===== config.mk =====
export PLATFORM = sky130hd
export DESIGN_NAME = fir_filter_int16_scaled_core
export DESIGN_NICKNAME = d
export VERILOG_FILES = /design/src/hw/rtl/fir16s_pkg.sv /design/src/hw/rtl/fir16s_divider.sv /design/src/hw/rtl/fir_filter_int16_scaled_core.sv
export SDC_FILE = /design/constraint.sdc
export NUM_CORES = 2
export LEC_CHECK = 0
export BUFFER_PORTS_ARGS = -buffer_cell sky130_fd_sc_hd__buf_2
export CAP_MARGIN = 20
export CORE_MARGIN = 5
export CORE_UTILIZATION = 50
export DETAILED_ROUTE_END_ITERATION = 12
export PLACE_DENSITY = 0.66
export REMOVE_ABC_BUFFERS = 1
export SLEW_MARGIN = 20
export SYNTH_ARGS = -nofsm -noshare
export SYNTH_HDL_FRONTEND = slang
export SYNTH_SLANG_ARGS = --single-unit

===== constraint.sdc =====
create_clock -name clock -period 23.6 [get_ports clock]
set_input_delay 3.54 -clock clock [delete_from_list [all_inputs] [get_ports clock]]
set_output_delay 3.54 -clock clock [all_outputs]
set_load 0.01 [all_outputs]

===== src/hw/rtl/fir16s_pkg.sv =====
// Shared widths, codes and types for the scaled int16 FIR filter.
package fir16s_pkg;

   // Default number of taps in the delay line and coefficient store
   localparam int TAPS_DEFAULT = 16;

   // Field widths
   localparam int DATA_W      = 16;
   localparam int DIVIDER_W   = 15;
   localparam int ATAPS_W     = 5;
   localparam int COEF_IDX_W  = 4;
   localparam int CSR_ADDR_W  = 3;
   localparam int CSR_DATA_W  = 32;

   // Reset values of the configuration registers
   localparam logic [DIVIDER_W-1:0] DIVIDER_RESET     = DIVIDER_W'(1);
   localparam logic [ATAPS_W-1:0]   ACTIVE_TAPS_RESET = ATAPS_W'(16);

   // Request function codes
   localparam logic FUNC_SAMPLE = 1'b0;
   localparam logic FUNC_COEF   = 1'b1;

   // Register select (word address bit 2)
   localparam logic REG_DIVIDER     = 1'b0;
   localparam logic REG_ACTIVE_TAPS = 1'b1;

   // Divider result as seen by the sequencer
   typedef struct packed {
      logic              valid;
      logic [DATA_W-1:0] quotient;
   } div_rsp_type;

endpackage


===== src/hw/rtl/fir16s_divider.sv =====
// Sequential signed-by-unsigned restoring divider, one quotient bit per cycle.
module fir16s_divider #(
   parameter int ACC_W = 36
) (
   input  logic                                 clock,
   input  logic                                 reset,
   input  logic                                 start,
   input  logic signed [ACC_W-1:0]              dividend,
   input  logic [fir16s_pkg::DIVIDER_W-1:0]     divisor,
   input  logic                                 take,
   output fir16s_pkg::div_rsp_type              rsp
);

   localparam int CNT_W = $clog2(ACC_W + 1);
   localparam int DW    = fir16s_pkg::DIVIDER_W;

   typedef enum logic [1:0] {
      ST_IDLE,
      ST_RUN,
      ST_DONE
   } state_type;

   state_type          state_ff;
   logic [ACC_W-1:0]   quo_ff;
   logic [DW-1:0]      rem_ff;
   logic [DW-1:0]      div_ff;
   logic               neg_ff;
   logic [CNT_W-1:0]   cnt_ff;

   logic [ACC_W-1:0]   mag;
   logic [DW:0]        partial;
   logic [DW+1:0]      diff;
   logic               fits;
   logic [ACC_W-1:0]   signed_quo;

   // Magnitude of the dividend
   assign mag = dividend[ACC_W-1] ? (~dividend + ACC_W'(1)) : dividend;

   // Trial subtract of the shifted remainder
   assign partial = {rem_ff, quo_ff[ACC_W-1]};
   assign diff    = {1'b0, partial} - {2'b00, div_ff};
   assign fits    = !diff[DW+1];

   // Restore the sign, keep the low word
   assign signed_quo   = neg_ff ? (~quo_ff + ACC_W'(1)) : quo_ff;
   assign rsp.valid    = (state_ff == ST_DONE);
   assign rsp.quotient = signed_quo[fir16s_pkg::DATA_W-1:0];

   // Load, iterate, hold the result until taken
   always_ff @(posedge clock) begin
      if (reset) begin
         state_ff <= ST_IDLE;
      end else begin
         unique case (state_ff)
            ST_IDLE: begin
               if (start) begin
                  quo_ff   <= mag;
                  rem_ff   <= '0;
                  div_ff   <= (divisor == '0) ? DW'(1) : divisor;
                  neg_ff   <= dividend[ACC_W-1];
                  cnt_ff   <= CNT_W'(ACC_W);
                  state_ff <= ST_RUN;
               end
            end
            ST_RUN: begin
               rem_ff <= fits ? diff[DW-1:0] : partial[DW-1:0];
               quo_ff <= {quo_ff[ACC_W-2:0], fits};
               cnt_ff <= cnt_ff - CNT_W'(1);
               if (cnt_ff == CNT_W'(1)) begin
                  state_ff <= ST_DONE;
               end
            end
            ST_DONE: begin
               if (take) begin
                  state_ff <= ST_IDLE;
               end
            end
            default: begin
               state_ff <= ST_IDLE;
            end
         endcase
      end
   end

endmodule


===== src/hw/rtl/fir_filter_int16_scaled_core.sv =====
// Top level of the scaled int16 FIR filter: memories, MAC sequencer and register port.
//
//  channel | direction | handshake                        | payload
//  req     | in        | req_valid / req_ready            | func, sample, coef_index, coef_value
//  rsp     | out       | rsp_valid / rsp_ready            | filtered
//  csr     | in/out    | psel, penable, pwrite / pready   | paddr, pwdata, prdata
//
// A sample word walks the MAC pass (n = effective taps, one tap per cycle over the single
// read port of each memory), then the pipeline drains and the bit-serial divider runs; the
// next word is accepted only once the divider result has been taken and the sequencer is
// back to idle. A coefficient word is written when accepted and leaves the core idle.
// Reset clears the delay line and coefficients through per-entry valid bits, no sweep.
// A finished result waits in the output register while the next word is accepted; the
// divider holds its quotient if that register is still full.
module fir_filter_int16_scaled_core #(
   parameter int TAPS = fir16s_pkg::TAPS_DEFAULT
) (
   input  logic                                    clock,
   input  logic                                    reset,

   input  logic                                    req_valid,
   output logic                                    req_ready,
   input  logic                                    req_func,
   input  logic signed [fir16s_pkg::DATA_W-1:0]    req_sample,
   input  logic [fir16s_pkg::COEF_IDX_W-1:0]       req_coef_index,
   input  logic signed [fir16s_pkg::DATA_W-1:0]    req_coef_value,

   output logic                                    rsp_valid,
   input  logic                                    rsp_ready,
   output logic signed [fir16s_pkg::DATA_W-1:0]    rsp_filtered,

   input  logic                                    csr_psel,
   input  logic                                    csr_penable,
   input  logic                                    csr_pwrite,
   input  logic [fir16s_pkg::CSR_ADDR_W-1:0]       csr_paddr,
   input  logic [fir16s_pkg::CSR_DATA_W-1:0]       csr_pwdata,
   output logic [fir16s_pkg::CSR_DATA_W-1:0]       csr_prdata,
   output logic                                    csr_pready
);

   localparam int DW    = fir16s_pkg::DATA_W;
   localparam int IDX_W = $clog2(TAPS);
   localparam int CNT_W = $clog2(TAPS + 1);
   localparam int ACC_W = 2 * DW + $clog2(TAPS);

   typedef enum logic [1:0] {
      ST_IDLE,
      ST_MAC,
      ST_DRAIN,
      ST_DIV
   } state_type;

   // Configuration registers
   logic [fir16s_pkg::DIVIDER_W-1:0]  divider_ff;
   logic [fir16s_pkg::ATAPS_W-1:0]    active_taps_ff;

   // Memories and their valid bits
   logic signed [DW-1:0]  dly_mem_ff  [TAPS];
   logic signed [DW-1:0]  coef_mem_ff [TAPS];
   logic [TAPS-1:0]       dly_vld_ff;
   logic [TAPS-1:0]       coef_vld_ff;
   logic signed [DW-1:0]  dly_rd_ff;
   logic signed [DW-1:0]  coef_rd_ff;
   logic                  dly_rv_ff;
   logic                  coef_rv_ff;

   // Sequencer and MAC pipeline
   state_type               state_ff;
   logic [IDX_W-1:0]        idx_ff;
   logic signed [DW-1:0]    sample_ff;
   logic                    s1_vld_ff;
   logic [IDX_W-1:0]        s1_idx_ff;
   logic                    s2_vld_ff;
   logic signed [2*DW-1:0]  prod_ff;
   logic signed [ACC_W-1:0] acc_ff;

   // Output register
   logic                    rsp_valid_ff;
   logic signed [DW-1:0]    filtered_ff;

   logic                    req_fire;
   logic                    coef_we;
   logic [IDX_W-1:0]        coef_waddr;
   logic [IDX_W-1:0]        dly_raddr;
   logic [CNT_W-1:0]        eff_taps;
   logic signed [DW-1:0]    new_val;
   logic signed [DW-1:0]    coef_val;
   logic                    csr_wr;
   logic                    div_start;
   logic                    div_take;
   fir16s_pkg::div_rsp_type div_rsp;

   assign req_ready    = (state_ff == ST_IDLE);
   assign req_fire     = req_valid && req_ready;
   assign rsp_valid    = rsp_valid_ff;
   assign rsp_filtered = filtered_ff;
   assign csr_pready   = 1'b1;
   assign csr_wr       = csr_psel && csr_penable && csr_pwrite && csr_pready;

   // Read back the selected register
   always_comb begin
      unique case (csr_paddr[2])
         fir16s_pkg::REG_DIVIDER:
            csr_prdata = fir16s_pkg::CSR_DATA_W'(divider_ff);
         fir16s_pkg::REG_ACTIVE_TAPS:
            csr_prdata = fir16s_pkg::CSR_DATA_W'(active_taps_ff);
         default:
            csr_prdata = '0;
      endcase
   end

   // Write configuration registers
   always_ff @(posedge clock) begin
      if (reset) begin
         divider_ff     <= fir16s_pkg::DIVIDER_RESET;
         active_taps_ff <= fir16s_pkg::ACTIVE_TAPS_RESET;
      end else if (csr_wr) begin
         if (csr_paddr[2] == fir16s_pkg::REG_DIVIDER) begin
            divider_ff <= csr_pwdata[fir16s_pkg::DIVIDER_W-1:0];
         end else begin
            active_taps_ff <= csr_pwdata[fir16s_pkg::ATAPS_W-1:0];
         end
      end
   end

   // Clamp the tap count to 1 .. TAPS
   always_comb begin
      if (active_taps_ff == '0) begin
         eff_taps = CNT_W'(1);
      end else if (int'(active_taps_ff) > TAPS) begin
         eff_taps = CNT_W'(TAPS);
      end else begin
         eff_taps = CNT_W'(active_taps_ff);
      end
   end

   // Coefficient write, drop indexes past the end of the store
   assign coef_waddr = IDX_W'(req_coef_index);
   assign coef_we    = req_fire && (req_func == fir16s_pkg::FUNC_COEF)
                       && (int'(req_coef_index) < TAPS);

   // Read slot idx-1 of the delay line; the slot below the write slot, never the same entry
   assign dly_raddr = idx_ff - IDX_W'(1);

   // Shifted value for slot s1_idx and its coefficient; unwritten entries read as zero
   assign new_val  = (s1_idx_ff == '0) ? sample_ff : (dly_rv_ff ? dly_rd_ff : '0);
   assign coef_val = coef_rv_ff ? coef_rd_ff : '0;

   // Delay line memory: write shifted value, registered read
   always_ff @(posedge clock) begin
      if (s1_vld_ff) begin
         dly_mem_ff[s1_idx_ff] <= new_val;
      end
      dly_rd_ff <= dly_mem_ff[dly_raddr];
   end

   // Coefficient memory: write from requests, registered read
   always_ff @(posedge clock) begin
      if (coef_we) begin
         coef_mem_ff[coef_waddr] <= req_coef_value;
      end
      coef_rd_ff <= coef_mem_ff[idx_ff];
   end

   // Valid bits stand in for the cleared reset contents
   always_ff @(posedge clock) begin
      if (reset) begin
         dly_vld_ff  <= '0;
         coef_vld_ff <= '0;
         dly_rv_ff   <= 1'b0;
         coef_rv_ff  <= 1'b0;
      end else begin
         if (s1_vld_ff) begin
            dly_vld_ff[s1_idx_ff] <= 1'b1;
         end
         if (coef_we) begin
            coef_vld_ff[coef_waddr] <= 1'b1;
         end
         dly_rv_ff  <= dly_vld_ff[dly_raddr];
         coef_rv_ff <= coef_vld_ff[idx_ff];
      end
   end

   // Divider handshake
   assign div_start = (state_ff == ST_DRAIN) && !s1_vld_ff && !s2_vld_ff;
   assign div_take  = (state_ff == ST_DIV) && div_rsp.valid && (!rsp_valid_ff || rsp_ready);

   fir16s_divider #(
      .ACC_W (ACC_W)
   ) u_divider (
      .clock    (clock),
      .reset    (reset),
      .start    (div_start),
      .dividend (acc_ff),
      .divisor  (divider_ff),
      .take     (div_take),
      .rsp      (div_rsp)
   );

   // Sequencer, MAC pipeline and output register
   always_ff @(posedge clock) begin
      if (reset) begin
         state_ff     <= ST_IDLE;
         s1_vld_ff    <= 1'b0;
         s2_vld_ff    <= 1'b0;
         rsp_valid_ff <= 1'b0;
      end else begin
         // advance the MAC pipeline
         s1_vld_ff <= (state_ff == ST_MAC);
         s1_idx_ff <= idx_ff;
         s2_vld_ff <= s1_vld_ff;
         prod_ff   <= (2*DW)'(new_val) * (2*DW)'(coef_val);
         if (s2_vld_ff) begin
            acc_ff <= acc_ff + ACC_W'(prod_ff);
         end

         unique case (state_ff)
            ST_IDLE: begin
               if (req_fire && (req_func == fir16s_pkg::FUNC_SAMPLE)) begin
                  sample_ff <= req_sample;
                  idx_ff    <= IDX_W'(eff_taps - CNT_W'(1));
                  acc_ff    <= '0;
                  state_ff  <= ST_MAC;
               end
            end
            ST_MAC: begin
               // walk taps from the oldest down to the newest
               if (idx_ff == '0) begin
                  state_ff <= ST_DRAIN;
               end else begin
                  idx_ff <= idx_ff - IDX_W'(1);
               end
            end
            ST_DRAIN: begin
               if (div_start) begin
                  state_ff <= ST_DIV;
               end
            end
            ST_DIV: begin
               if (div_take) begin
                  state_ff <= ST_IDLE;
               end
            end
            default: begin
               state_ff <= ST_IDLE;
            end
         endcase

         // hold the result until taken
         if (div_take) begin
            rsp_valid_ff <= 1'b1;
            filtered_ff  <= div_rsp.quotient;
         end else if (rsp_ready) begin
            rsp_valid_ff <= 1'b0;
         end
      end
   end

endmodule

==> reports/results.ini <==
[status]
status = finished clean

[synth]
ys_top_cells_by_area = edfxtp_1 48%, fa_1 12%, mux4_2 8.9%
synth_top_area_share = 0.485
yosysSeqAreaShare = 0.528
synth_common_cells = 693 x edfxtp_1, 356 x inv_1, 328 x nor2_1
synth_top_area_cell = edfxtp_1
synth-async-reset-ratio = 0
synth_ff_type = edfxtp_1
synth_seq_cells = 786
syn_inst = 3218
synth_edf_count = 693
syn_area_per_cell_um2 = 13.3
synth_area_mm2 = 0.0429
yosysWarnings = 0
synth_cell_types = 81
synth.most_common_cell = edfxtp_1

[detailed_routing]
route.detailed.drc = 0
finalWirelength_um = 95100
wl_per_cell_um = 21.0
firstDrtPassIters = 7
final_antenna_net_count = 0
drt-vias-per-instance = 5.58
drtIter0Drc = 1775
dr_total_vias = 25200

[pwr]
p_int_mw = 2.57
p_sw_frac = 0.268
p_per_area_mw_per_mm2 = 74.2
irDropWorstVdd_v = 0.0000660
seq_power_share = 0.478
power_mw = 3.51
combinationalPowerShare = 0.177
switchingPower_mw = 0.941
clkPwrFrac = 0.345
power_leakage_nw = 18.0

[cells_and_area]
drive_gt1_frac = 0.146
finish.utilization = 0.556
num-nets-final = 3794
syn2layout_area_growth_pct = 10.2
fillers = 6941
stdcell_count = 4522
multi_input_area_mm2 = 0.0184
regArea_mm2 = 0.0227

[timing]
finClkSkew_ns = 0.0524
final.setup.tns_ns = 0
slew_viol_final = 0
fin_ws_ns = 14.92
hold_violations = 0
period_share = 0.368
worst_slew_pin_slew_ns = 1.17
fin_crit_ns = 8.68
setup_viol = 0
rsz0062_at_grt = false
fmax_ghz = 0.115
max_slew_margin = 0.223

[die]
rows = 107
fp.dieW_um = 303
die_y_um = 303
dieArea_mm2 = 0.0918
initial_core_util = 0.504
coreArea_mm2 = 0.0851
ioPinCount = 130

[critical_path]
cp_cell_sequence = nor4_2 > buf_4 > o21a_1 > clkinv_1 > nand2_1 > fa_1 > fa_1 > fa_1 > inv_1 > fa_1 > fa_1 > inv_1 > fa_1 > inv_1 > ha_1 > a22o_1 > or4_1 > inv_1 > o211ai_1 > a21oi_1 > o21ai_1 > a31o_2 > a21oi_1 > xnor2_1
required_ns = 23.99
crit_family = adder cells
cp_common_cell = fa_1
critPathLaunch = s1_idx_ff[3]
path_class = reg2reg
slowest_delay_ns = 0.92
worst_setup_path_start_kind = flip-flop
cp.arrival_ns = 9.07
r2r_start = s1_idx_ff[3]
regToRegSetupSlack_ns = 14.92
cp_slowest_cell = clkinv_1
rr_worst_depth = 24
worstSetupEndpoint = prod_ff[31]
end_kind = flip-flop
cp.depth = 24
path_max_fanout = 24
r2r-end = prod_ff[31]
critPathBufInv = 6

[global_routing]
grt_usage = 0.211
grt_pass1_vias = 26600
antenna_found_initial = 3
grtUsageMet2 = 0.361
use_met3 = 0.0369
top_usage_layer = met2
grt_pass1_wl_um = 150000
gr-total-overflow = 0
gr-usage-met1 = 0.277
grt_max_degree = 110

[placed_design]
detailedPlacementHpwl_um = 65500
dp_cells = 4371
finalWeightedCongestion = 0.904
dp_slack_ns = 15.00
portBuffers = 92

[clock_tree]
clkLatencyLatePin_ns = 0.65
postCtsSetupBuffers = 0
cts_resized = 0
clock_sinks = 786
cts_hold_buf = 0
cts_max_path_buffers = 3
clk_pin_slew_ns = 0.06
cts_root_buf = clkbuf_16
htree_levels = 3
tritoncts = built
cts_inserted_buffers = 79

[run]
cap_violations = 0

[worst_hold_path]
min_path_type = reg2reg

==> power by group through the flow <==
stage / Combinational [mW] / Clock (mW) / Sequential (mW)
2_1_floorplan: 0.439 / 0 / 1.72
3_3_place_gp: 0.605 / 0 / 1.71
3_5_place_dp: 0.621 / 0 / 1.71
4_1_cts: 0.623 / 1.24 / 1.68
5_1_grt: 0.680 / 1.29 / 1.69
6_report: 0.623 / 1.21 / 1.68
==> area by class of cell <==
class                   count  share of cell area
flip-flops and latches    786               0.479
multi-input cells        1926               0.389
diodes                      4            0.000211
well taps                1144              0.0302
clock buffers             117              0.0480
inverters                 367              0.0291
clock inverters            29             0.00539
repair buffers            149              0.0192
==> per-stage QoR <==
stage | hold WS (ns) | instance area (µm²)
floorplan | 0.435 | 42300
global placement | 0.444 | 44800
detailed placement | 0.456 | 44800
CTS | 0.468 | 47300
global route | 0.489 | 47300
finish | 0.466 | 47300
==> cells in the final DEF, fill, tap and decap left out, types with 92 or more instances in the layout <==
cell,instances
a21oi_1,93
buf_2,92
dfxtp_1,92
edfxtp_1,693
fa_1,264
ha_1,141
inv_1,355
mux4_2,169
nand2_1,296
nor2_1,314
==> how the worst min path moves through the flow <==
stage | from | endpoint | slack, ns | cells past startpoint
3_5_place_dp | coef_vld_ff[2] | coef_vld_ff[2] | 0.46 | 2
5_1_grt | coef_vld_ff[2] | coef_vld_ff[2] | 0.49 | 2
6_report | coef_vld_ff[2] | coef_vld_ff[2] | 0.47 | 2
2_1_floorplan | coef_vld_ff[10] | coef_vld_ff[10] | 0.43 | 2
3_3_place_gp | dly_vld_ff[8] | dly_vld_ff[8] | 0.44 | 2
4_1_cts | coef_vld_ff[2] | coef_vld_ff[2] | 0.47 | 2
==> flip-flops by register name (all words and copies together) (netlist names), 5 cells and up <==
signal            count
rsp_filtered         16
coef_mem_ff         256
dly_vld_ff           16
u_divider.cnt_ff      6
u_divider.rem_ff     15
dly_mem_ff          256
active_taps_ff        5
dly_rd_ff            16
sample_ff            16
coef_rd_ff           16
coef_vld_ff          16
acc_ff               36
u_divider.quo_ff     36
u_divider.div_ff     15
prod_ff              32
divider_ff           15
==> per-layer routing <==
metal,routed length (µm),up-vias
li1,-,11500
met1,39000,12800
met4,3120,2
met3,6130,183
met2,46800,804
met5,10,-
==> tightest hold or removal path, delay by kind of cell (launching register included) <==
kind,cells,cell delay [ns]
AND/OR/NAND/NOR,2,0.11
flip-flops,1,0.32
==> kinds of logic (layout without fill, tap and decap cells) <==
group / after synthesis / after routing / share of synthesized area
simple gates: 806 / 806 / 0.0813
flops: 786 / 786 / 0.528
buf+inv: 522 / 662 / 0.0478
fa+ha+maj: 406 / 406 / 0.164
compound gates: 359 / 359 / 0.0540
mux: 211 / 211 / 0.0986
xor+xnor: 126 / 126 / 0.0257
other cells: 2 / 22 / 0.000175
Note: power is estimated with default switching activity, not from simulation.
